[config.mk]
export PLATFORM = sky130hd
export DESIGN_NAME = double_ended_queue
export DESIGN_NICKNAME = d
export VERILOG_FILES = /design/src/rtl/deq_pkg.sv /design/src/rtl/deq_cell.sv /design/src/rtl/double_ended_queue.sv
export VERILOG_INCLUDE_DIRS = /design/src /design/src/rtl
export SDC_FILE = /design/constraint.sdc
export NUM_CORES = 1
export LEC_CHECK = 0
export CELL_PAD_IN_SITES_DETAIL_PLACEMENT = 1
export CELL_PAD_IN_SITES_GLOBAL_PLACEMENT = 2
export CORE_ASPECT_RATIO = 0.6
export CORE_MARGIN = 2
export CORE_UTILIZATION = 24
export CTS_BUF_LIST = sky130_fd_sc_hd__clkbuf_4
export CTS_CLUSTER_DIAMETER = 40
export DETAILED_ROUTE_END_ITERATION = 16
export DONT_BUFFER_PORTS = 1
export HOLD_SLACK_MARGIN = 0.06
export PLACE_DENSITY = 0.47
export SYNTH_ARGS = -nofsm -noshare
export SYNTH_HDL_FRONTEND = slang
export SYNTH_SLANG_ARGS = --single-unit
[constraint.sdc]
create_clock -name clock -period 5.19 [get_ports clock]
set_input_delay 0 -clock clock [delete_from_list [all_inputs] [get_ports clock]]
set_output_delay 0 -clock clock [all_outputs]
set_load 0.02 [all_outputs]
[src/rtl/double_ended_queue_assert.svh]
`ifndef DOUBLE_ENDED_QUEUE_ASSERT_SVH
`define DOUBLE_ENDED_QUEUE_ASSERT_SVH

// Same-cycle implication, checked outside reset.
`define DEQ_ASSERT_NOW(label, clk, rst, ante, cons) \
   label: assert property (@(posedge clk) disable iff (rst) (ante) |-> (cons)) \
      else $error("deque assertion failed");

// Next-cycle implication, checked outside reset.
`define DEQ_ASSERT_NEXT(label, clk, rst, ante, cons) \
   label: assert property (@(posedge clk) disable iff (rst) (ante) |=> (cons)) \
      else $error("deque assertion failed");

`endif

[src/rtl/deq_pkg.sv]
`default_nettype none
package deq_pkg;

   localparam int DepthDef  = 16;
   localparam int DataWidth = 32;
   localparam int FuncW     = 2;
   localparam int StatusW   = 2;
   localparam int CountW    = 5;

   localparam logic [FuncW-1:0] FUNC_INS_FRONT = 2'd0;
   localparam logic [FuncW-1:0] FUNC_INS_REAR  = 2'd1;
   localparam logic [FuncW-1:0] FUNC_REM_FRONT = 2'd2;
   localparam logic [FuncW-1:0] FUNC_REM_REAR  = 2'd3;

   localparam logic [StatusW-1:0] STATUS_OK    = 2'd0;
   localparam logic [StatusW-1:0] STATUS_EMPTY = 2'd1;
   localparam logic [StatusW-1:0] STATUS_FULL  = 2'd2;

   typedef enum logic [2:0] {
      CMD_HOLD,
      CMD_SHIFT_R,
      CMD_PUSH_REAR,
      CMD_SHIFT_L,
      CMD_POP_REAR
   } cell_cmd_type;

   typedef enum logic {
      ST_IDLE,
      ST_DRAIN
   } ctl_state_type;

   typedef struct packed {
      logic                        valid;
      logic                        carry;
      logic signed [DataWidth-1:0] data;
      logic signed [DataWidth-1:0] carry_data;
   } cell_link_type;

   typedef struct packed {
      logic        [FuncW-1:0]     func;
      logic signed [DataWidth-1:0] value;
   } req_type;

   typedef struct packed {
      logic signed [DataWidth-1:0] removed_value;
      logic        [StatusW-1:0]   status;
      logic        [CountW-1:0]    count_after;
   } rsp_type;

endpackage
`default_nettype wire

[src/rtl/deq_cell.sv]
`default_nettype none
module deq_cell (
   input  logic                                  clock,
   input  logic                                  reset,
   input  deq_pkg::cell_cmd_type                 cmd,
   input  logic signed [deq_pkg::DataWidth-1:0]  value,
   input  deq_pkg::cell_link_type                left,
   input  deq_pkg::cell_link_type                right,
   output deq_pkg::cell_link_type                link
);

   logic                                 valid_ff, valid_in;
   logic                                 carry_ff, carry_in;
   logic signed [deq_pkg::DataWidth-1:0] data_ff, data_in;
   logic signed [deq_pkg::DataWidth-1:0] carry_data_ff, carry_data_in;

   // carry moves one cell towards the front every cycle
   always_comb begin
      valid_in      = valid_ff;
      data_in       = data_ff;
      carry_in      = right.carry;
      carry_data_in = right.carry_data;
      case (cmd)
         deq_pkg::CMD_HOLD: begin
         end
         deq_pkg::CMD_SHIFT_R: begin
            data_in  = left.data;
            valid_in = left.valid;
         end
         deq_pkg::CMD_PUSH_REAR: begin
            if (!valid_ff && left.valid) begin
               data_in  = value;
               valid_in = 1'b1;
            end
         end
         deq_pkg::CMD_SHIFT_L: begin
            data_in  = right.data;
            valid_in = right.valid;
         end
         deq_pkg::CMD_POP_REAR: begin
            if (valid_ff && !right.valid) begin
               valid_in      = 1'b0;
               carry_in      = 1'b1;
               carry_data_in = data_ff;
            end
         end
         default: begin
         end
      endcase
   end

   always_ff @(posedge clock) begin
      if (reset) begin
         valid_ff <= 1'b0;
         carry_ff <= 1'b0;
      end else begin
         valid_ff <= valid_in;
         carry_ff <= carry_in;
      end
   end

   always_ff @(posedge clock) begin
      data_ff       <= data_in;
      carry_data_ff <= carry_data_in;
   end

   assign link.valid      = valid_ff;
   assign link.carry      = carry_ff;
   assign link.data       = data_ff;
   assign link.carry_data = carry_data_ff;

endmodule
`default_nettype wire

[src/rtl/double_ended_queue.sv]
// Bounded double-ended queue of signed 32-bit values, DEPTH entries.
// Request: start with req_data (func, value); taken on a clock edge with start
// high and busy low. Func selects insert front, insert rear, remove front or
// remove rear.
// Result: rsp_strobe high for one cycle with rsp_data (removed_value, status,
// count_after). Exactly one result per request; the receiver cannot stall,
// so each result must be taken in the cycle it is shown.
// Storage is a row of cells holding the elements in order, front in cell 0.
// For inserts and front removals the result appears the cycle after the
// transfer and busy stays low, so one request per cycle.
// A rear removal sends the tail element forward through the cells one cell
// per cycle; its result is registered once the element reaches cell 0, and
// busy is high until the result appears.
// A refused request (remove from empty, insert into full) answers the cycle
// after the transfer and changes nothing.
// Reset clears the element count and all cell valid flags: the queue is empty
// and ready on the first cycle after reset.
`default_nettype none
module double_ended_queue #(
   parameter int DEPTH = deq_pkg::DepthDef
) (
   input  logic             clock,
   input  logic             reset,
   input  logic             start,
   input  deq_pkg::req_type req_data,
   output logic             busy,
   output logic             rsp_strobe,
   output deq_pkg::rsp_type rsp_data
);

   localparam int CntW    = $clog2(DEPTH + 1);
   localparam int RspCntW = deq_pkg::CountW;

   deq_pkg::ctl_state_type state_ff, state_in;
   logic [CntW-1:0]        count_ff, count_in;
   logic                   rsp_strobe_ff, rsp_strobe_in;
   deq_pkg::rsp_type       rsp_ff, rsp_in;
   deq_pkg::cell_cmd_type  cmd;

   deq_pkg::cell_link_type link       [DEPTH];
   deq_pkg::cell_link_type left_link  [DEPTH];
   deq_pkg::cell_link_type right_link [DEPTH];
   logic [DEPTH-1:0]       valid_vec;
   logic [DEPTH-1:0]       carry_vec;

   logic full;
   logic empty;
   logic accept;
   logic rear_pop_start;

   assign full   = (count_ff == CntW'(DEPTH));
   assign empty  = (count_ff == '0);
   assign accept = start && !busy;
   assign rear_pop_start = accept && !empty && (req_data.func == deq_pkg::FUNC_REM_REAR);

   genvar gi;
   generate
      for (gi = 0; gi < DEPTH; gi++) begin : g_cell
         if (gi == 0) begin : g_head
            assign left_link[gi].valid      = 1'b1;
            assign left_link[gi].carry      = 1'b0;
            assign left_link[gi].data       = req_data.value;
            assign left_link[gi].carry_data = '0;
         end else begin : g_mid
            assign left_link[gi] = link[gi-1];
         end
         if (gi == DEPTH - 1) begin : g_tail
            assign right_link[gi] = '0;
         end else begin : g_body
            assign right_link[gi] = link[gi+1];
         end

         deq_cell u_cell (
            .clock (clock),
            .reset (reset),
            .cmd   (cmd),
            .value (req_data.value),
            .left  (left_link[gi]),
            .right (right_link[gi]),
            .link  (link[gi])
         );

         assign valid_vec[gi] = link[gi].valid;
         assign carry_vec[gi] = link[gi].carry;
      end
   endgenerate

   always_comb begin
      state_in      = state_ff;
      count_in      = count_ff;
      rsp_strobe_in = 1'b0;
      rsp_in        = rsp_ff;
      cmd           = deq_pkg::CMD_HOLD;
      busy          = (state_ff != deq_pkg::ST_IDLE);
      case (state_ff)
         deq_pkg::ST_IDLE: begin
            if (start) begin
               rsp_in.removed_value = '0;
               rsp_in.status        = deq_pkg::STATUS_OK;
               rsp_strobe_in        = 1'b1;
               case (req_data.func)
                  deq_pkg::FUNC_INS_FRONT: begin
                     if (full) begin
                        rsp_in.status = deq_pkg::STATUS_FULL;
                     end else begin
                        cmd      = deq_pkg::CMD_SHIFT_R;
                        count_in = count_ff + CntW'(1);
                     end
                  end
                  deq_pkg::FUNC_INS_REAR: begin
                     if (full) begin
                        rsp_in.status = deq_pkg::STATUS_FULL;
                     end else begin
                        cmd      = deq_pkg::CMD_PUSH_REAR;
                        count_in = count_ff + CntW'(1);
                     end
                  end
                  deq_pkg::FUNC_REM_FRONT: begin
                     if (empty) begin
                        rsp_in.status = deq_pkg::STATUS_EMPTY;
                     end else begin
                        cmd                  = deq_pkg::CMD_SHIFT_L;
                        count_in             = count_ff - CntW'(1);
                        rsp_in.removed_value = link[0].data;
                     end
                  end
                  deq_pkg::FUNC_REM_REAR: begin
                     if (empty) begin
                        rsp_in.status = deq_pkg::STATUS_EMPTY;
                     end else begin
                        cmd           = deq_pkg::CMD_POP_REAR;
                        count_in      = count_ff - CntW'(1);
                        rsp_strobe_in = 1'b0;
                        state_in      = deq_pkg::ST_DRAIN;
                     end
                  end
                  default: begin
                  end
               endcase
               rsp_in.count_after = RspCntW'(count_in);
            end
         end
         deq_pkg::ST_DRAIN: begin
            if (link[0].carry) begin
               rsp_in.removed_value = link[0].carry_data;
               rsp_strobe_in        = 1'b1;
               state_in             = deq_pkg::ST_IDLE;
            end
         end
         default: begin
            state_in = deq_pkg::ST_IDLE;
         end
      endcase
   end

   always_ff @(posedge clock) begin
      if (reset) begin
         state_ff      <= deq_pkg::ST_IDLE;
         count_ff      <= '0;
         rsp_strobe_ff <= 1'b0;
      end else begin
         state_ff      <= state_in;
         count_ff      <= count_in;
         rsp_strobe_ff <= rsp_strobe_in;
      end
   end

   always_ff @(posedge clock) begin
      rsp_ff <= rsp_in;
   end

   assign rsp_strobe = rsp_strobe_ff;
   assign rsp_data   = rsp_ff;

`include "double_ended_queue_assert.svh"

   `DEQ_ASSERT_NOW(a_one_token, clock, reset, 1'b1, $onehot0(carry_vec))
   `DEQ_ASSERT_NOW(a_count_match, clock, reset, 1'b1, $countones(valid_vec) == count_ff)
   `DEQ_ASSERT_NOW(a_count_bound, clock, reset, 1'b1, count_ff <= CntW'(DEPTH))
   `DEQ_ASSERT_NEXT(a_drain_busy, clock, reset, rear_pop_start, busy && !rsp_strobe)

endmodule
`default_nettype wire

* Yosys cells after proc, flatten, opt, wreduce, memory -nomap -nowiden
Index checks and enable logic that the tools add are counted.
** Storage, ports and cells
- Register bits after elaboration :: 1102
- Latch bits :: 0
- Memory bits (writable) :: 0
- Bits in read-only memories :: 0
- Bits of input ports :: 37
- Output and inout port bits :: 41
- Word-level logic and storage cells :: 358
- Memories :: 0
** Operators by class
- $add $sub $neg :: 2
- Multiply operators :: 0
- Divide/modulo/power cells :: 0
- Magnitude comparators :: 0
- Equality and inequality tests :: 41
- Shift operators :: 0
- Multiplexer cells :: 167
- Bitwise gates (word level) :: 2
- Reductions and logical operators :: 76
** Operator list (number)
- $mux 32 :: 49
- $pmux 32 s3 :: 16
- $mux 1 :: 71
- $pmux 32 s2 :: 1
- $ne 2x1->1 const B :: 31
- $pmux 1 s4 :: 14
- $reduce_and 2->1 :: 21
- $reduce_and 3->1 :: 14
- $mux 39 :: 1
- $logic_and 1x1->1 :: 15
- $logic_not 1->1 :: 15
- $pmux 3 s4 :: 1
- $mux 5 :: 2
- $pmux 5 s2 :: 1
- $reduce_or 2->1 :: 5
- $mux 3 :: 3
- $reduce_bool 3->1 :: 3
- $eq 3x2->1 const B :: 2
- $mux 2 :: 3
- $pmux 1 s3 :: 2
- $add 5x1->5 const B :: 1
- $eq 5x5->1 const B :: 1
- $logic_not 5->1 :: 1
- $sub 5x1->5 const B :: 1
- 10 further kinds :: 14

* Longest topological paths before layout
- Depth after elaboration :: 9
- Depth in mapped cells :: 11
- Depth with buffers taken out :: 6

* Cells and area by module
A second synthesis with hierarchy kept.
** Second synthesis, totals
- Cells, all modules :: 3760
- Area, all modules :: 48408.9 sq um
** By module, submodules not included
- deq_cell :: times used 16, cells each 225, area each 2891.5 sq um, sequential area each 1641.6 sq um
- double_ended_queue :: times used 1, cells each 160, area each 2144.6 sq um, sequential area each 1311.3 sq um

* Worst setup path after synthesis
Ideal clock, no wire load.
- Path type :: reg-to-reg
- Start point :: register count_ff[0]
- End point :: register g_cell[0].u_cell.data_ff[0] in the netlist's numbering, enable pin
- Library setup time :: 0.432 ns
- Arrival :: 3.536 ns
- Data required time :: 4.758 ns
- Path slack :: 1.222 ns
- Cell stages (with the launch flop) :: 10
- Buffers on the path :: 3
- Clock period less this slack :: 3.968 ns
- Cells stage by stage :: dfxtp_1 clkbuf_1 inv_1 ha_1 buf_2 nor3b_1 a21oi_1 nand2_1 buf_2 a21oi_1
** Between the ends
- Cells in the longest elaborated chain, start to end :: 8
- Elaborated cells between the ends (all ways) :: 15
- Classes of those cells :: eq/ne (5); mux (7); reduce/logical (3)
** Ends and longest elaborated chain
- start: declaration :: line double_ended_queue.sv:35 : logic [CntW-1:0] count_ff, count_in;
- start signal: assignment :: line double_ended_queue.sv:163 : count_ff <= count_in;
- $eq 5x5->1 / $logic_not 5->1 (equally long branches) :: line double_ended_queue.sv:51, double_ended_queue.sv:52
- $mux 1, or another cell as far along :: line double_ended_queue.sv:103 : if (full) begin
- $pmux 3 s4 * :: line double_ended_queue.sv:101 : case (req_data.func)
- $mux 3 * :: line double_ended_queue.sv:97 : if (start) begin
- $mux 3 * :: line double_ended_queue.sv:95 : case (state_ff)
- $eq 3x2->1 / $eq 3x1->1 (equally long branches) :: line deq_cell.sv:23 : case (cmd)
- $ne 2x2->1 (no line) / $reduce_bool 3->1 (equally long branches)
- $reduce_and 2->1 (no line) *
- end signal: assignment :: line deq_cell.sv:63 : data_ff <= data_in;
- end: declaration :: line deq_cell.sv:14 : logic signed [deq_pkg::DataWidth-1:0] data_ff, data_in;
Mark *: on every way between the ends. The rest lies on a longest branch, timed or not.
A chain may end at the register's enable or synchronous reset.

* Worst setup path after layout
- Start point :: register count_ff[0]
- End point :: register g_cell[0].u_cell.valid_ff
** Between the ends
- Cells in the longest elaborated chain, start to end :: 9
- Elaborated cells between the ends (all ways) :: 18
- Classes of those cells :: eq/ne (6); mux (8); reduce/logical (4)
** Ends and longest elaborated chain
- $eq 5x5->1 / $logic_not 5->1 (equally long branches) :: line double_ended_queue.sv:51, double_ended_queue.sv:52
- $mux 1, or another cell as far along :: line double_ended_queue.sv:103
- $pmux 3 s4 * :: line double_ended_queue.sv:101
- $mux 3 * :: line double_ended_queue.sv:97
- $mux 3 * :: line double_ended_queue.sv:95
- $eq 3x1->1 / $eq 3x2->1 (equally long branches) :: line deq_cell.sv:23
- $reduce_or 2->1 (no line)
- $reduce_bool 3->1 (no line)
- $reduce_and 2->1 (no line)
- end signal: assignment :: line deq_cell.sv:57 : valid_ff <= valid_in;
- end: declaration :: line deq_cell.sv:12 : logic valid_ff, valid_in;
Marks and branches as above.

==> qor.yml <==
cells_and_area:
  drive_above_1_share_pct: 28.49
  area_growth_syn_to_layout_pct: 18.44
  finalNetCount: 3481
  nFillCells: 19030
  final_cells: 6043
grt:
  grt_remaining_overflow: 0
  grt_max_degree: 129
  grt_usage_pct: 14.85
  antenna_found_initial: 7
  grt_pass1_wl_um: 200000
  grt_pass1_vias: 30230
clocking:
  cts_buffer_depth: 4
  cts.repair.resized: 0
  clkTransAtPathRegs_ps: 70
  cts_root_buf: "clkbuf_4"
  cts_max_level: 5
  cts_buffers: 309
  cts.sinks: 1102
  clkLatencyLatePin_ps: 1260
  cts_hold_buffers: 118
  cts_tree: "built"
  cts_setup_buffers: 0
die:
  io_pins: 78
  start_util_pct: 24.13
  die_w_um: 545.6
  fp.dieH_um: 329.0
  core-area_sq_um: 175100
  dieArea_sq_um: 179500
  rows: 119
yosys:
  synthArstFlopShare_pct: 0
  synthTopCellsByArea: "edfxtp_1, dfxtp_1, mux2_2"
  synth_fp_nets: 3225
  synth_cells: 3185
  syn_area_sq_um: 42240
  synth-seq-area-share_pct: 65.28
  netlist.area_leader.share_pct: 39.17
  synth-seq-cells: 1102
  yosysMostFrequentCell: "nand2_1"
  avgSynthCellArea_sq_um: 13.26
  synth_edf_count: 551
  ys_warn_count: 0
  yosys.area.top_type: "edfxtp_1"
  synth.distinct_cells: 65
  ys_dominant_reg_cell: "edfxtp_1"
  synth_top_cells_by_count: "nand2_1, dfxtp_1, edfxtp_1"
sta:
  setup_viol: 0
  fin_crit_sh_pct: 95.56
  rsz0062_at_grt: "no"
  worstMarginPinSlew_ps: 1069
  fin_worst_skew_ps: 88.38
  slew_headroom_pct: 28.45
  fin_tns_setup_ps: 0
  slew_viol_final: 0
  hold_violations: 0
  max_freq_mhz: 201.6
  fin_crit_ps: 4960
route:
  ant_nets: 0
  viasPerCell: 4.554
  dr.pass1.iters: 5
  wl_per_cell_um: 22.31
  wirelength_um: 134800
  vias: 27520
  drt_iter0_drc: 1511
  drcViolationCount: 0
run:
  cap_violations: 0
critical_path:
  end_kind: "register"
  crit_required_ps: 6400
  cp_max_fo: 23
  crit_type: "reg2reg"
  start_kind: "register"
  arrival_ps: 6170
power_and_ir_drop:
  power_density_nw_per_um2: 483.2
  p_leak_nw: 20.34
  pwr-share-clk_pct: 33.9
  switching_share_pct: 29.98
  p_int_mw: 16.93
  irDropWorstVdd_uv: 231.7
  power_frac_comb_pct: 16.0
  power_frac_seq_pct: 50.1
  p_switching_mw: 7.248
place:
  io_buffers: 0
  dp_cells: 5371
  gp_congestion: 0.7118
  place_hpwl_um: 75290
outcome:
  status: "completed"
hold_path:
  hold_path_class: "in2reg"
## final cells by class
type / count / area, sq um / share of cell area (%)
flip-flops and latches: 1102 / 27580 / 55.12
multi-input cells: 1826 / 13590 / 27.16
clock buffers: 495 / 3716 / 7.427
well taps: 2359 / 2952 / 5.899
repair buffers: 184 / 1869 / 3.736
clock inverters: 47 / 232.7 / 0.4651
inverters: 18 / 67.56 / 0.1350
diodes: 12 / 30.03 / 0.06001
## layer usage
layer,vias up,global-route usage [%],wire length [um]
li1,12550,-,-
met3,234,3.097,5751
met5,-,0,46
met2,635,21.52,56180
met4,6,4.902,2799
met1,14100,21.83,70050
## per-stage QoR
stage | utilization (%) | hold WS, ps | setup slack, ps | total power [mW] | area (sq um)
finish | 28.58 | 386.4 | 230.4 | 24.18 | 50040
global placement | 25.61 | 89.32 | 1461 | 15.89 | 44850
global route | 28.57 | 352.2 | 38.56 | 25.59 | 50020
CTS | 28.56 | 212.1 | 317.5 | 24.65 | 50010
floorplan | - | 149.4 | 1222 | 14.32 | 42240
detailed placement | 25.61 | 93.42 | 1352 | 16.10 | 44850
## flip-flops by register name, indices dropped and copies added (netlist names)
name,count
g_cell.u_cell.valid_ff,16
rsp_strobe,1
rsp_data,39
count_ff,5
busy,1
g_cell.u_cell.carry_ff,16
g_cell.u_cell.data_ff,512
g_cell.u_cell.carry_data_ff,512
## critical path: stages, from the launching register on
cell           delay (ps)
dfxtp_1               400
inv_1                 200
ha_1                  400
or4b_4                550
nand3_1               100
dlygate4sd3_1         570
buf_4                 150
dlygate4sd3_1        1150
a21oi_1               120
dlygate4sd3_1         590
nor3_1                130
dlygate4sd3_1         560
## final timing paths
check / start / end / slack, ps / cells past startpoint
setup reg to reg: count_ff[0] / g_cell[0].u_cell.valid_ff / 230 / 11
setup / recovery: count_ff[0] / g_cell[0].u_cell.valid_ff / 230 / 11
hold reg to reg: g_cell[3].u_cell.carry_data_ff[16] / g_cell[2].u_cell.carry_data_ff[16] / 400 / 1
hold / removal: req_data[9] / g_cell[3].u_cell.data_ff[9] / 390 / 4
## cell families after synthesis
family	after synthesis	share of synthesized area [%]
AO/OA/AOI/OAI	610	10.60
flip-flops	1102	65.28
adder cells (fa/ha/maj)	3	0.08886
XOR/XNOR	9	0.1866
AND/OR/NAND/NOR	689	7.073
multiplexers	515	13.73
buffers and inverters	257	3.048
## power by group through the flow
stage | logic [mW] | clock network, mW | registers (mW)
detailed placement | 3.80 | 0 | 12.3
global placement | 3.65 | 0 | 12.2
CTS | 3.95 | 8.58 | 12.1
global route | 4.30 | 9.00 | 12.3
finish | 3.88 | 8.20 | 12.1
floorplan | 2.48 | 0 | 11.8
## cell usage in the layout, fill, tap and decap left out, types with 34 or more instances in the layout
| cell | n |
|---|---|
| mux2_2 | 424 |
| mux2_1 | 90 |
| dlygate4sd3_1 | 115 |
| edfxtp_1 | 551 |
| clkinv_1 | 34 |
| dfxtp_1 | 550 |
| nand2_1 | 556 |
| a22oi_1 | 448 |
| a21oi_1 | 42 |
| clkbuf_4 | 495 |
| buf_4 | 53 |
Power figures use the tool's default switching activity.
